### config.mk
export PLATFORM = sky130hd
export DESIGN_NAME = p256_ecdsa_der_signature_check_core
export DESIGN_NICKNAME = d
export VERILOG_FILES = /design/src/sv/p256der_pkg.sv /design/src/sv/p256_ecdsa_der_signature_check_core.sv
export SDC_FILE = /design/constraint.sdc
export NUM_CORES = 1
export LEC_CHECK = 0
export ABC_CLOCK_PERIOD_IN_PS = 8180
export BUFFER_PORTS_ARGS = -buffer_cell sky130_fd_sc_hd__buf_2
export CORE_ASPECT_RATIO = 0.5
export CORE_MARGIN = 1.5
export CORE_UTILIZATION = 30
export CTS_BUF_LIST = sky130_fd_sc_hd__clkbuf_8
export DETAILED_ROUTE_END_ITERATION = 6
export GPL_TIMING_DRIVEN = 0
export PLACE_DENSITY = 0.53
export SLEW_MARGIN = 25
export SYNTH_ARGS = -nofsm -noshare
export SYNTH_HDL_FRONTEND = slang
export SYNTH_SLANG_ARGS = --single-unit
### constraint.sdc
create_clock -name clk -period 8.18 [get_ports clk]
set_clock_uncertainty 0.1 [all_clocks]
set_input_delay 0.818 -clock clk [delete_from_list [all_inputs] [get_ports clk]]
set_output_delay 0.818 -clock clk [all_outputs]
set_load 0.01 [all_outputs]
### src/sv/p256der_pkg.sv
// p256der_pkg: constants shared by the der signature check core and its checker
// holds der tags, length limits and the p-256 group order as a byte lookup
// no dependencies
`default_nettype none

package p256der_pkg;

  // der tags
  localparam logic [7:0] SEQ_TAG = 8'h30;
  localparam logic [7:0] INT_TAG = 8'h02;

  // integer length limits, a value of the order's width and one with a sign pad
  localparam logic [7:0] INT_LEN_MAX = 8'd33;
  localparam logic [7:0] ORDER_BYTES = 8'd32;

  // total signature length window
  localparam logic [7:0] MIN_DER_BYTES = 8'd8;
  localparam logic [7:0] MAX_DER_BYTES = 8'd72;

  // stream widths
  localparam int unsigned DATA_W = 8;

  // p-256 group order, most significant byte at index 0
  function automatic logic [7:0] order_byte(input logic [4:0] idx);
    logic [7:0] ob;
    case (idx)
      5'd0:    ob = 8'hff;
      5'd1:    ob = 8'hff;
      5'd2:    ob = 8'hff;
      5'd3:    ob = 8'hff;
      5'd4:    ob = 8'h00;
      5'd5:    ob = 8'h00;
      5'd6:    ob = 8'h00;
      5'd7:    ob = 8'h00;
      5'd8:    ob = 8'hff;
      5'd9:    ob = 8'hff;
      5'd10:   ob = 8'hff;
      5'd11:   ob = 8'hff;
      5'd12:   ob = 8'hff;
      5'd13:   ob = 8'hff;
      5'd14:   ob = 8'hff;
      5'd15:   ob = 8'hff;
      5'd16:   ob = 8'hbc;
      5'd17:   ob = 8'he6;
      5'd18:   ob = 8'hfa;
      5'd19:   ob = 8'had;
      5'd20:   ob = 8'ha7;
      5'd21:   ob = 8'h17;
      5'd22:   ob = 8'h9e;
      5'd23:   ob = 8'h84;
      5'd24:   ob = 8'hf3;
      5'd25:   ob = 8'hb9;
      5'd26:   ob = 8'hca;
      5'd27:   ob = 8'hc2;
      5'd28:   ob = 8'hfc;
      5'd29:   ob = 8'h63;
      5'd30:   ob = 8'h25;
      5'd31:   ob = 8'h51;
      default: ob = 8'h00;
    endcase
    return ob;
  endfunction

endpackage

`default_nettype wire

### src/sv/p256_ecdsa_der_signature_check_core.sv
// p256_ecdsa_der_signature_check_core: streaming strict-der check of an ecdsa p-256 signature
// depends on p256der_pkg for tags, limits and the group order bytes
//
//   channel   | dir | beat content                         | handshake
//   ----------+-----+--------------------------------------+----------------------------
//   s_axis    | in  | tdata[7:0] signature byte, tlast end | tvalid/tready, one byte
//   m_axis    | out | tdata[0] signature valid, [7:1] zero | tvalid/tready, one per tlast
//
// one byte per cycle unless a tlast byte waits behind an untaken result; each byte
// passes an input register, one level of parse logic and, for the final byte, the
// result register; the verdict enters the result register as the tlast byte leaves
// the input register, unless it waits behind an untaken result
// rst is synchronous, active high, and returns the parser to the sequence tag
// s_axis_tready drops only while a tlast byte waits behind an untaken result
`default_nettype none

module p256_ecdsa_der_signature_check_core (
  input  wire logic       clk,
  input  wire logic       rst,
  input  wire logic       s_axis_tvalid,
  output logic            s_axis_tready,
  input  wire logic [7:0] s_axis_tdata,   // [7:0] data_byte
  input  wire logic       s_axis_tlast,   // last
  output logic            m_axis_tvalid,
  input  wire logic       m_axis_tready,
  output logic [7:0]      m_axis_tdata    // [0] valid_res, [7:1] zero
);

  // where the parser is within the der structure
  typedef enum logic [2:0] {
    PH_SEQ_TAG,
    PH_SEQ_LEN,
    PH_INT_TAG,
    PH_INT_LEN,
    PH_INT_BODY,
    PH_DONE
  } phase_t;

  // running comparison of an integer against the group order
  typedef enum logic [1:0] {
    CMP_EQUAL,
    CMP_LESS,
    CMP_GREATER
  } cmp_t;

  // input register
  logic       in_valid;
  logic [7:0] in_data;
  logic       in_last;

  // result register
  logic out_valid;
  logic out_res;

  // parser state
  logic [7:0] byte_count;
  phase_t     parse_phase;
  logic [6:0] declared_length;
  logic       integer_number;
  logic [5:0] integer_length;
  logic [5:0] integer_bytes_left;
  logic       leading_zero_seen;
  cmp_t       order_compare;
  logic       failed;

  logic [7:0] byte_count_next;
  phase_t     parse_phase_next;
  logic [6:0] declared_length_next;
  logic       integer_number_next;
  logic [5:0] integer_length_next;
  logic [5:0] integer_bytes_left_next;
  logic       leading_zero_seen_next;
  cmp_t       order_compare_next;
  logic       failed_next;
  logic       res_next;

  logic advance;

  // a non-final byte never needs the result register, so it always moves on
  assign advance       = in_valid && (!in_last || !out_valid || m_axis_tready);
  assign s_axis_tready = !in_valid || advance;
  assign m_axis_tvalid = out_valid;
  assign m_axis_tdata  = {7'd0, out_res};

  // parse logic for the byte held in the input register
  always_comb begin
    logic [5:0] pos;
    logic [5:0] left_dec;
    logic [5:0] oi_full;
    logic [7:0] ob;
    cmp_t       cmp_mid;

    byte_count_next         = (byte_count == 8'hff) ? byte_count : byte_count + 8'd1;
    parse_phase_next        = parse_phase;
    declared_length_next    = declared_length;
    integer_number_next     = integer_number;
    integer_length_next     = integer_length;
    integer_bytes_left_next = integer_bytes_left;
    leading_zero_seen_next  = leading_zero_seen;
    order_compare_next      = order_compare;
    failed_next             = failed;

    // position within the integer content and the matching order byte
    pos      = integer_length - integer_bytes_left;
    left_dec = integer_bytes_left - 6'd1;
    oi_full  = pos - integer_length;
    ob       = p256der_pkg::order_byte(oi_full[4:0]);
    cmp_mid  = order_compare;

    if (!failed) begin
      case (parse_phase)
        PH_SEQ_TAG: begin
          if (in_data != p256der_pkg::SEQ_TAG) failed_next = 1'b1;
          parse_phase_next = PH_SEQ_LEN;
        end
        PH_SEQ_LEN: begin
          // long-form lengths are not allowed
          if (in_data[7]) failed_next = 1'b1;
          declared_length_next = in_data[6:0];
          parse_phase_next     = PH_INT_TAG;
        end
        PH_INT_TAG: begin
          if (in_data != p256der_pkg::INT_TAG) failed_next = 1'b1;
          parse_phase_next = PH_INT_LEN;
        end
        PH_INT_LEN: begin
          if (in_data == 8'd0 || in_data > p256der_pkg::INT_LEN_MAX) begin
            failed_next = 1'b1;
          end else begin
            integer_length_next     = in_data[5:0];
            integer_bytes_left_next = in_data[5:0];
            leading_zero_seen_next  = 1'b0;
            order_compare_next      = CMP_EQUAL;
            parse_phase_next        = PH_INT_BODY;
          end
        end
        PH_INT_BODY: begin
          if (pos == 6'd0) begin
            // negative, a full-width value without its zero sign pad, or a lone zero
            if (in_data[7]) failed_next = 1'b1;
            if (integer_length == p256der_pkg::INT_LEN_MAX[5:0] && in_data != 8'd0)
              failed_next = 1'b1;
            if (integer_length == 6'd1 && in_data == 8'd0) failed_next = 1'b1;
            leading_zero_seen_next = (in_data == 8'd0);
            // shorter values are below the order without looking
            if (!(integer_length == p256der_pkg::INT_LEN_MAX[5:0] ||
                  (integer_length == p256der_pkg::ORDER_BYTES[5:0] && in_data != 8'd0)))
              cmp_mid = CMP_LESS;
          end else if (pos == 6'd1) begin
            // a leading zero is only allowed ahead of a high-bit byte
            if (leading_zero_seen && !in_data[7]) failed_next = 1'b1;
          end
          order_compare_next = cmp_mid;
          if (cmp_mid == CMP_EQUAL &&
              ({1'b0, pos} + 7'd32 >= {1'b0, integer_length})) begin
            if (in_data < ob)      order_compare_next = CMP_LESS;
            else if (in_data > ob) order_compare_next = CMP_GREATER;
          end
          integer_bytes_left_next = left_dec;
          if (left_dec == 6'd0) begin
            if (order_compare_next != CMP_LESS) failed_next = 1'b1;
            if (!integer_number) begin
              integer_number_next = 1'b1;
              parse_phase_next    = PH_INT_TAG;
            end else begin
              parse_phase_next = PH_DONE;
            end
          end
        end
        default: begin
          // trailing bytes after the second integer
          failed_next = 1'b1;
        end
      endcase
    end

    res_next = !failed_next && (parse_phase_next == PH_DONE) &&
               (byte_count_next >= p256der_pkg::MIN_DER_BYTES) &&
               (byte_count_next <= p256der_pkg::MAX_DER_BYTES) &&
               ({1'b0, declared_length_next} == byte_count_next - 8'd2);
  end

  always_ff @(posedge clk) begin
    if (rst) begin
      in_valid           <= 1'b0;
      out_valid          <= 1'b0;
      byte_count         <= 8'd0;
      parse_phase        <= PH_SEQ_TAG;
      declared_length    <= 7'd0;
      integer_number     <= 1'b0;
      integer_length     <= 6'd0;
      integer_bytes_left <= 6'd0;
      leading_zero_seen  <= 1'b0;
      order_compare      <= CMP_EQUAL;
      failed             <= 1'b0;
    end else begin
      // result register drains on a taken beat, refills from a final byte
      if (advance && in_last) begin
        out_valid <= 1'b1;
        out_res   <= res_next;
      end else if (m_axis_tready) begin
        out_valid <= 1'b0;
      end

      if (s_axis_tready) begin
        in_valid <= s_axis_tvalid;
        in_data  <= s_axis_tdata;
        in_last  <= s_axis_tlast;
      end

      if (advance) begin
        if (in_last) begin
          // the next byte opens a new signature
          byte_count         <= 8'd0;
          parse_phase        <= PH_SEQ_TAG;
          declared_length    <= 7'd0;
          integer_number     <= 1'b0;
          integer_length     <= 6'd0;
          integer_bytes_left <= 6'd0;
          leading_zero_seen  <= 1'b0;
          order_compare      <= CMP_EQUAL;
          failed             <= 1'b0;
        end else begin
          byte_count         <= byte_count_next;
          parse_phase        <= parse_phase_next;
          declared_length    <= declared_length_next;
          integer_number     <= integer_number_next;
          integer_length     <= integer_length_next;
          integer_bytes_left <= integer_bytes_left_next;
          leading_zero_seen  <= leading_zero_seen_next;
          order_compare      <= order_compare_next;
          failed             <= failed_next;
        end
      end
    end
  end

endmodule

`default_nettype wire

==> metrics, run 1 <==
share of layout cells above drive strength 1=0.119; placed insts=approximately 670; Post-CTS Repair Setup Buffers=0; CP endpoint kind=flop; cells along the critical path=ha_1 -> inv_1 -> fa_1 -> a21o_1 -> a21oi_1 -> xnor2_1 -> ha_1 -> and3_1 -> a21oi_1 -> o21ai_0 -> or2_2 -> clkbuf_1 -> o311ai_0 -> o21ai_0 -> ha_1 -> nor2b_1 -> o21a_1 -> o21ai_0 -> a211oi_1 -> a311oi_1 -> or3b_2 -> nor4b_2; synth warn=0; Layout Utilization=0.340; maximum vdd drop=~55 uV; drt pass-1 iters=6; hold depth=2; asr flop ratio synth=0; R2R cell count=22; Die ar.=around 14,000 sq um; largest net degree at the start of global routing=15; Reg-to-Reg End=out_res; I/O pin count=23; HPWL after DPL=between 8 and 9 mm; Lkg Pwr=approximately 0.0016 uW; largest family of logic cells by synthesized area=compound AO/OA/AOI/OAI gates; DIE WIDTH=164 um; Core Region=between 10,000 and 15,000 sq um; Syn-to-layout area delta=10.7%; commonest non-fill, non-tap cells in the layout=60 x nor2_1, 37 x a21oi_1, 37 x dfxtp_1; DR iter-0 viols=slightly below 200; Core Rows=29; Post-Synth Adder-Cell Area=0.105; Worst Path Arrival=5.63 ns; Setup violations, final=0; CTS root buf=clkbuf_8; Non-Filler Instances=a little under 700; PnR worst setup slack=about 2.5 ns; fill cell count=1,336; grt ovf=0; Synth Register Bits=between 40 and 50; number of global-route vias before repair=3,300; area share of and/or/nand/nor cells after synthesis=0.229; Routed Antenna Nets=0; DR DRC count=0; run status=completed; CTS max path bufs=2; worst reg2reg path startpoint=integer_bytes_left[0]; Final Net Count=between 500 and 600; clock sink count=47; RSZ-0062 raised after global routing=no; DP Worst Slack=around 2.5 ns; drt wl/cell=roughly 16 um; Syn Inst Count=about 480; Tightest Pin Transition=between 0.9 and 1 ns; fmax=roughly 0.18 GHz; WL final=approximately 11 mm; PortBufs=15; min cycle time layout=~5.7 ns; syn avg cell area=between 8 and 9 sq um; # hold bufs at CTS=0; area of the mapped netlist=3890 sq um; CP max stage delay=~0.57 ns; multi-input logic area=about 2600 sq um; hold path startpoint=order_compare[0]; Post-synth EDFFs=10; CTS tree=yes; Top FF cell, synth=dfxtp_1; commonest non-fill, non-tap cell in the layout=nor2_1; total track usage=0.162; drt via density=around 5.2; Starting Density=0.308; Final Hold Violating Endpoints=0; first-pass GRT wire length=between 15 and 20 mm; area leader, netlist=dfxtp_1; Inserted Clock Buffers=5; Setup TNS=0 ns; crit share post-route=0.692; Slew Limit Fails=0; sequential cell area=1040 sq um; Post-CTS Resized=0; Seq/Total Area, Yosys=0.267; multiplexer share of the synthesized area=0.0286; worst hold margin=roughly 0.39 ns; post-synth cell types=74; kind of critical path=flop to flop; max_cap viols=0; slew margin rel.=0.375; compound-gate portion of the synthesized area=0.246; xor-xnor portion of the synthesized cell area=0.0475; Req. time, crit path=roughly 8 ns; clk slew on worst S/H paths=0.10 ns; worst hold path type=flop to flop; pwr dens=approximately 130 nW/um^2; top post-synthesis cells by area=dfxtp_1 19%, ha_1 10%, edfxtp_1 7.7%, nor2_1 5.8%, a21oi_1 4.8%; # diodes=0; slowest CP cell=dfxtp_1; via count=roughly 3,500; Critical Path Source Type=flop; Max FO, Critical Path=12; die span in y=between 80 and 90 um; Hold Path End=order_compare[0]; top cell type's share of synthesized area=0.190; clock network latency to the later pin of the worst-skew pair=0.31 ns; GPL Wtd Cong=~0.85; initial antenna violation count=0; worst reg2reg setup slack=~2.5 ns; CTS HTree Levels=2
[report_power, final]
group / internal (uW) / total [uW] / switching, uW
sequential: 242 / 248 / 6.45
clock: 89.2 / 172 / 82.5
combinational: 51.3 / 128 / 76.4
total: 382 / 548 / 165
[metal layers]
metal	track usage	vias to the layer above	share of wire
li1	-	1798	-
met1	0.228	1661	0.51
met2	0.261	69	0.45
met3	0.0303	5	0.038
met4	0.0231	0	0.0053
met5	0	-	0
[registers in the layout, summed over array words and instances, names as in the netlist, 2 cells and up]
name                cells
integer_length          6
in_data                 8
byte_count              8
integer_bytes_left      6
parse_phase             3
order_compare           2
declared_length         7
[stage by stage]
step | cell area [sq um] | power (uW)
floorplan | 3920 | 347
global placement | 4210 | 380
detailed placement | 4210 | 380
CTS | 4310 | 552
global route | 4310 | 578
finish | 4310 | 548
[cell families (layout without fill, tap and decap cells)]
| family | Yosys count | after routing |
|---|---|---|
| AO/OA/AOI/OAI | 142 | 142 |
| XOR/XNOR | 18 | 18 |
| adder cells (fa/ha/maj) | 32 | 32 |
| buffers and inverters | 56 | 79 |
| flip-flops | 47 | 47 |
| multiplexers | 11 | 11 |
| other | 1 | 7 |
| AND/OR/NAND/NOR | 169 | 169 |
[critical path: cells and delay by family (launching register included)]
kind	cells	cell delay, ns
AOI/OAI and AO/OA	10	1.77
xor gates and xnor gates	1	0.19
adders and majority gates	4	1.26
buffers and inverters	2	0.22
DFF	1	0.57
and+or+nand+nor	5	1.30
[area by class of cell]
cell class | count | area share
multi-input combinational | 379 | 0.598
sequential | 47 | 0.241
tap | 170 | 0.0493
buffer | 33 | 0.0488
inverter | 23 | 0.0200
timing repair buffer | 15 | 0.0174
clock buffer | 5 | 0.0160
clock inverter | 3 | 0.00871
[cells in the mapped netlist, types with 8 or more instances]
library cell,count
a21oi_1,37
a22oi_1,19
a31oi_1,8
and2_1,9
buf_4,8
clkbuf_1,13
dfxtp_1,37
edfxtp_1,10
ha_1,31
inv_1,23
mux2i_1,10
nand2_1,20
nand3_1,10
nor2_1,60
nor3_1,11
nor4_1,10
o21ai_0,29
xnor2_1,10
[how the worst max path moves through the flow]
| stage | start | to | slack, ns | cells past startpoint |
|---|---|---|---|---|
| final | integer_bytes_left[0] | out_res | 2.52 | 22 |
| after detailed placement | integer_bytes_left[0] | out_res | 2.54 | 22 |
| after CTS | integer_bytes_left[0] | out_res | 2.52 | 22 |
| after global placement | integer_bytes_left[0] | out_res | 2.52 | 22 |
| after floorplan | integer_bytes_left[0] | out_res | 3.18 | 22 |
| after global routing | integer_bytes_left[0] | out_res | 2.20 | 22 |
Note: power is estimated with default switching activity, not from simulation.
==> run 2, diff against run 1 <==
--- a/config.mk
+++ b/config.mk
@@ -5,7 +5,8 @@
 export SDC_FILE = /design/constraint.sdc
 export NUM_CORES = 1
 export LEC_CHECK = 0
-export ABC_CLOCK_PERIOD_IN_PS = 8180
+export ABC_AREA = 1
+export ABC_CLOCK_PERIOD_IN_PS = 5900
 export BUFFER_PORTS_ARGS = -buffer_cell sky130_fd_sc_hd__buf_2
 export CORE_ASPECT_RATIO = 0.5
 export CORE_MARGIN = 1.5
==> constraint.sdc (replaced) <==
create_clock -name clk -period 5.9 [get_ports clk]
set_clock_uncertainty 0.1 [all_clocks]
set_input_delay 0.59 -clock clk [delete_from_list [all_inputs] [get_ports clk]]
set_output_delay 0.59 -clock clk [all_outputs]
set_load 0.01 [all_outputs]
==> run 2 against run 1 <==
  * Critical path depth up 7
  * Via count up 5.3%
  * First-iteration DRC count up 6.6%
  * Non-clock buffer count down 12
  * Sequential share of layout area up 0.32 points
  * Setup slack worse by 1.5 ns
  * Synthesized cell count up 27%
  * Clock-buffer cell count up 1
  * Sequential power up 42%
  * Cell count up 19%
  * Highest routed layer unchanged
==> metrics, run 2 <==
run status=completed (unchanged); Hold Path End=in_data[7] (was order_compare[0]); top cell type's share of synthesized area=0.192 (was 0.190); pwr dens=220 nW/um^2 (was 127 nW/um^2); RSZ-0062 raised after global routing=no (unchanged); Routed Antenna Nets=0 (unchanged); clk slew on worst S/H paths=0.09 ns (was 0.10 ns); slew margin rel.=0.531 (was 0.375); worst hold margin=0.353 ns (was 0.387 ns); Starting Density=0.306 (was 0.308); asr flop ratio synth=0 (unchanged); CTS max path bufs=2 (unchanged); Post-CTS Resized=0 (unchanged); Post-synth EDFFs=10 (unchanged); maximum vdd drop=76.9 uV (was 54.9 uV); # hold bufs at CTS=0 (unchanged); Critical Path Source Type=flop (unchanged); most numerous cell in the Yosys netlist=nand2_1 (was nor2_1); clock network latency to the later pin of the worst-skew pair=0.31 ns (about the same); Most common cell on crit path=nand2_1; DR iter-0 viols=209 (was 196); Final Net Count=676 (was 549); GPL Wtd Cong=0.827 (was 0.852); CTS HTree Levels=2 (unchanged); Lkg Pwr=0.00207 uW (was 0.00158 uW); Slew Limit Fails=0 (unchanged); kind of critical path=flop to flop (unchanged); drt pass-1 iters=4 (was 6); CTS root buf=clkbuf_8 (unchanged); PortBufs=14 (was 15); total track usage=0.152 (was 0.162); DIE WIDTH=163 um (was 164 um); number of global-route vias before repair=3,427 (was 3,300); synth warn=0 (unchanged); drt via density=4.64 (was 5.23); via count=3,720 (was 3,533); HPWL after DPL=7.89 mm (was 8.06 mm); clock sink count=47 (unchanged); syn avg cell area=6.39 sq um (was 8.18 sq um); Core Rows=29 (unchanged); Die ar.=13,600 sq um (was 13,700 sq um); Synth Register Bits=47 (unchanged); DP Worst Slack=1.09 ns (was 2.54 ns); share of layout cells above drive strength 1=0.0712 (was 0.119); WL final=9.95 mm (was 10.6 mm); post-synth cell types=41 (was 74); CP max stage delay=0.51 ns (was 0.57 ns); Post-CTS Repair Setup Buffers=0 (unchanged); GRT met3 Usage=0.0225 (was 0.0303); slowest CP cell=dfxtp_1 (unchanged); min cycle time layout=4.88 ns (was 5.66 ns); PnR worst setup slack=1.02 ns (was 2.52 ns); top post-synthesis cells by area=dfxtp_1 19%, nand2_1 16%, ha_1 10%, inv_1 8.7%, edfxtp_1 7.8% (was dfxtp_1 19%, ha_1 10%, edfxtp_1 7.7%, nor2_1 5.8%, a21oi_1 4.8%); Syn-to-layout area delta=10.3% (was 10.7%); Syn Inst Count=604 (was 476); GR Util met2=0.258 (was 0.261); crit path from=integer_bytes_left[0] (unchanged); initial antenna violation count=0 (unchanged); first-pass GRT wire length=16.5 mm (was 17.5 mm); area of the mapped netlist=3860 sq um (was 3890 sq um); DR DRC count=0 (unchanged); worst reg2reg setup slack=1.02 ns (was 2.52 ns); # diodes=0 (unchanged); Worst Path Arrival=4.86 ns (was 5.63 ns); CTS tree=yes (unchanged); fill cell count=1,385 (was 1,336); area leader, netlist=dfxtp_1 (unchanged); GR Layer Usage met1=0.206 (was 0.228); Tightest Pin Transition=0.701 ns (was 0.929 ns); Req. time, crit path=5.88 ns (was 8.15 ns); Setup TNS=0 ns (unchanged); commonest non-fill, non-tap cells in the layout=167 x nand2_1, 90 x inv_1, 54 x nor2_1 (was 60 x nor2_1, 37 x a21oi_1, 37 x dfxtp_1); Final Hold Violating Endpoints=0 (unchanged); hold path startpoint=s_axis_tdata[7] (was order_compare[0]); Reg-to-Reg End=out_res (unchanged); hold depth=1 (was 2); CP Buf/Inv Count=3 (was 2); GRT busiest layer=met2 (unchanged); Worst path top cell family by delay=simple AND/OR/NAND/NOR gates (was compound AO/OA/AOI/OAI gates); commonest non-fill, non-tap cell in the layout=nand2_1 (was nor2_1); Seq/Total Area, Yosys=0.270 (was 0.267); worst reg2reg path startpoint=integer_bytes_left[0] (unchanged); drt wl/cell=12.4 um (was 15.7 um); I/O pin count=23 (unchanged); Top Registers=byte_count x8, in_data x8, declared_length x7 (unchanged); Max FO, Critical Path=10 (was 12); Top FF cell, synth=dfxtp_1 (unchanged); Inserted Clock Buffers=5 (unchanged); CP endpoint kind=flop (unchanged); synth cell count leaders=167 x nand2_1, 89 x inv_1, 54 x nor2_1 (was 60 x nor2_1, 37 x a21oi_1, 37 x dfxtp_1); worst hold path type=input pin to flop (was flop to flop); crit share post-route=0.827 (was 0.692); grt ovf=0 (unchanged); Core Region=12,600 sq um (was 12,700 sq um); R2R cell count=29 (was 22); die span in y=83.2 um (was 83.6 um); Setup violations, final=0 (unchanged); max_cap viols=0 (unchanged); fmax=0.205 GHz (was 0.177 GHz); largest net degree at the start of global routing=15 (unchanged)
==> run 2: cell count changes in the layout (fill, tap and decap cells not counted), sizes merged, moves of 5 or more <==
cell / delta
nor2b: -6
inv: +68
nor2: -7
nor4: -10
buf: -6
a21oi: +8
mux2i: -10
a31oi: -8
a22oi: -18
nand2: +148
or3: -7
and2: -7
clkbuf: -5
nand3: +36
==> run 2: layout make-up <==
type                            count  area, sq um  share of cell area
Multi-Input combinational cell    449         2370               0.557
Sequential cell                    47         1040               0.245
Inverter                           92          345              0.0812
Tap cell                          170          213              0.0500
Buffer                             22          125              0.0294
Clock buffer                        6         82.6              0.0194
Timing Repair Buffer               14         70.1              0.0165
Clock inverter                      2         8.76             0.00206
==> run 2: where the power goes <==
group	leakage [uW]	internal [uW]	switching (uW)	total (uW)
Clock	0.0000524	93.1	114	207
Combinational	0.00162	135	241	376
Sequential	0.000396	338	13.7	352
==> run 2: worst reg2reg max path, delay by kind of cell (launching register included) <==
kind / cells / cell delay (ns)
AND/OR/NAND/NOR: 19 / 1.88
adder cells (fa/ha/maj): 4 / 1.28
flip-flops: 1 / 0.51
AO/OA/AOI/OAI: 3 / 0.46
buffers and inverters: 3 / 0.43
==> run 2: cells by family (layout without fill, tap and decap cells) <==
group / count (synthesis) / count (layout) / synth area share
other: 1 / 7 / 0.000972
adder cells (fa/ha/maj): 32 / 32 / 0.106
buffers and inverters: 114 / 136 / 0.122
AO/OA/AOI/OAI: 106 / 106 / 0.157
flip-flops: 47 / 47 / 0.270
AND/OR/NAND/NOR: 289 / 289 / 0.310
XOR/XNOR: 15 / 15 / 0.0340
==> run 2: worst max path at each step <==
stage / cells past startpoint / to
floorplan: 31 / out_res
global placement: 29 / out_res
detailed placement: 31 / out_res
CTS: 31 / out_res
global route: 32 / out_res
finish: 29 / out_res
==> run 2: metal layers <==
metal  share of wire  vias to the layer above  wire length [um]
met4          0.0058                        0                58
met2            0.45                       46              4440
met1            0.52                     1677              5200
met3           0.024                        7               239
met5               0                        -                 0
li1                -                     1990                 -
==> run 2: stage by stage <==
step	cell area (sq um)	total power (uW)	std cells	util
finish	4260	936	802	0.338
global route	4260	1020	802	0.338
CTS	4260	941	802	0.338
detailed placement	4160	733	794	0.331
global placement	4160	731	794	0.331
floorplan	3880	645	610	-
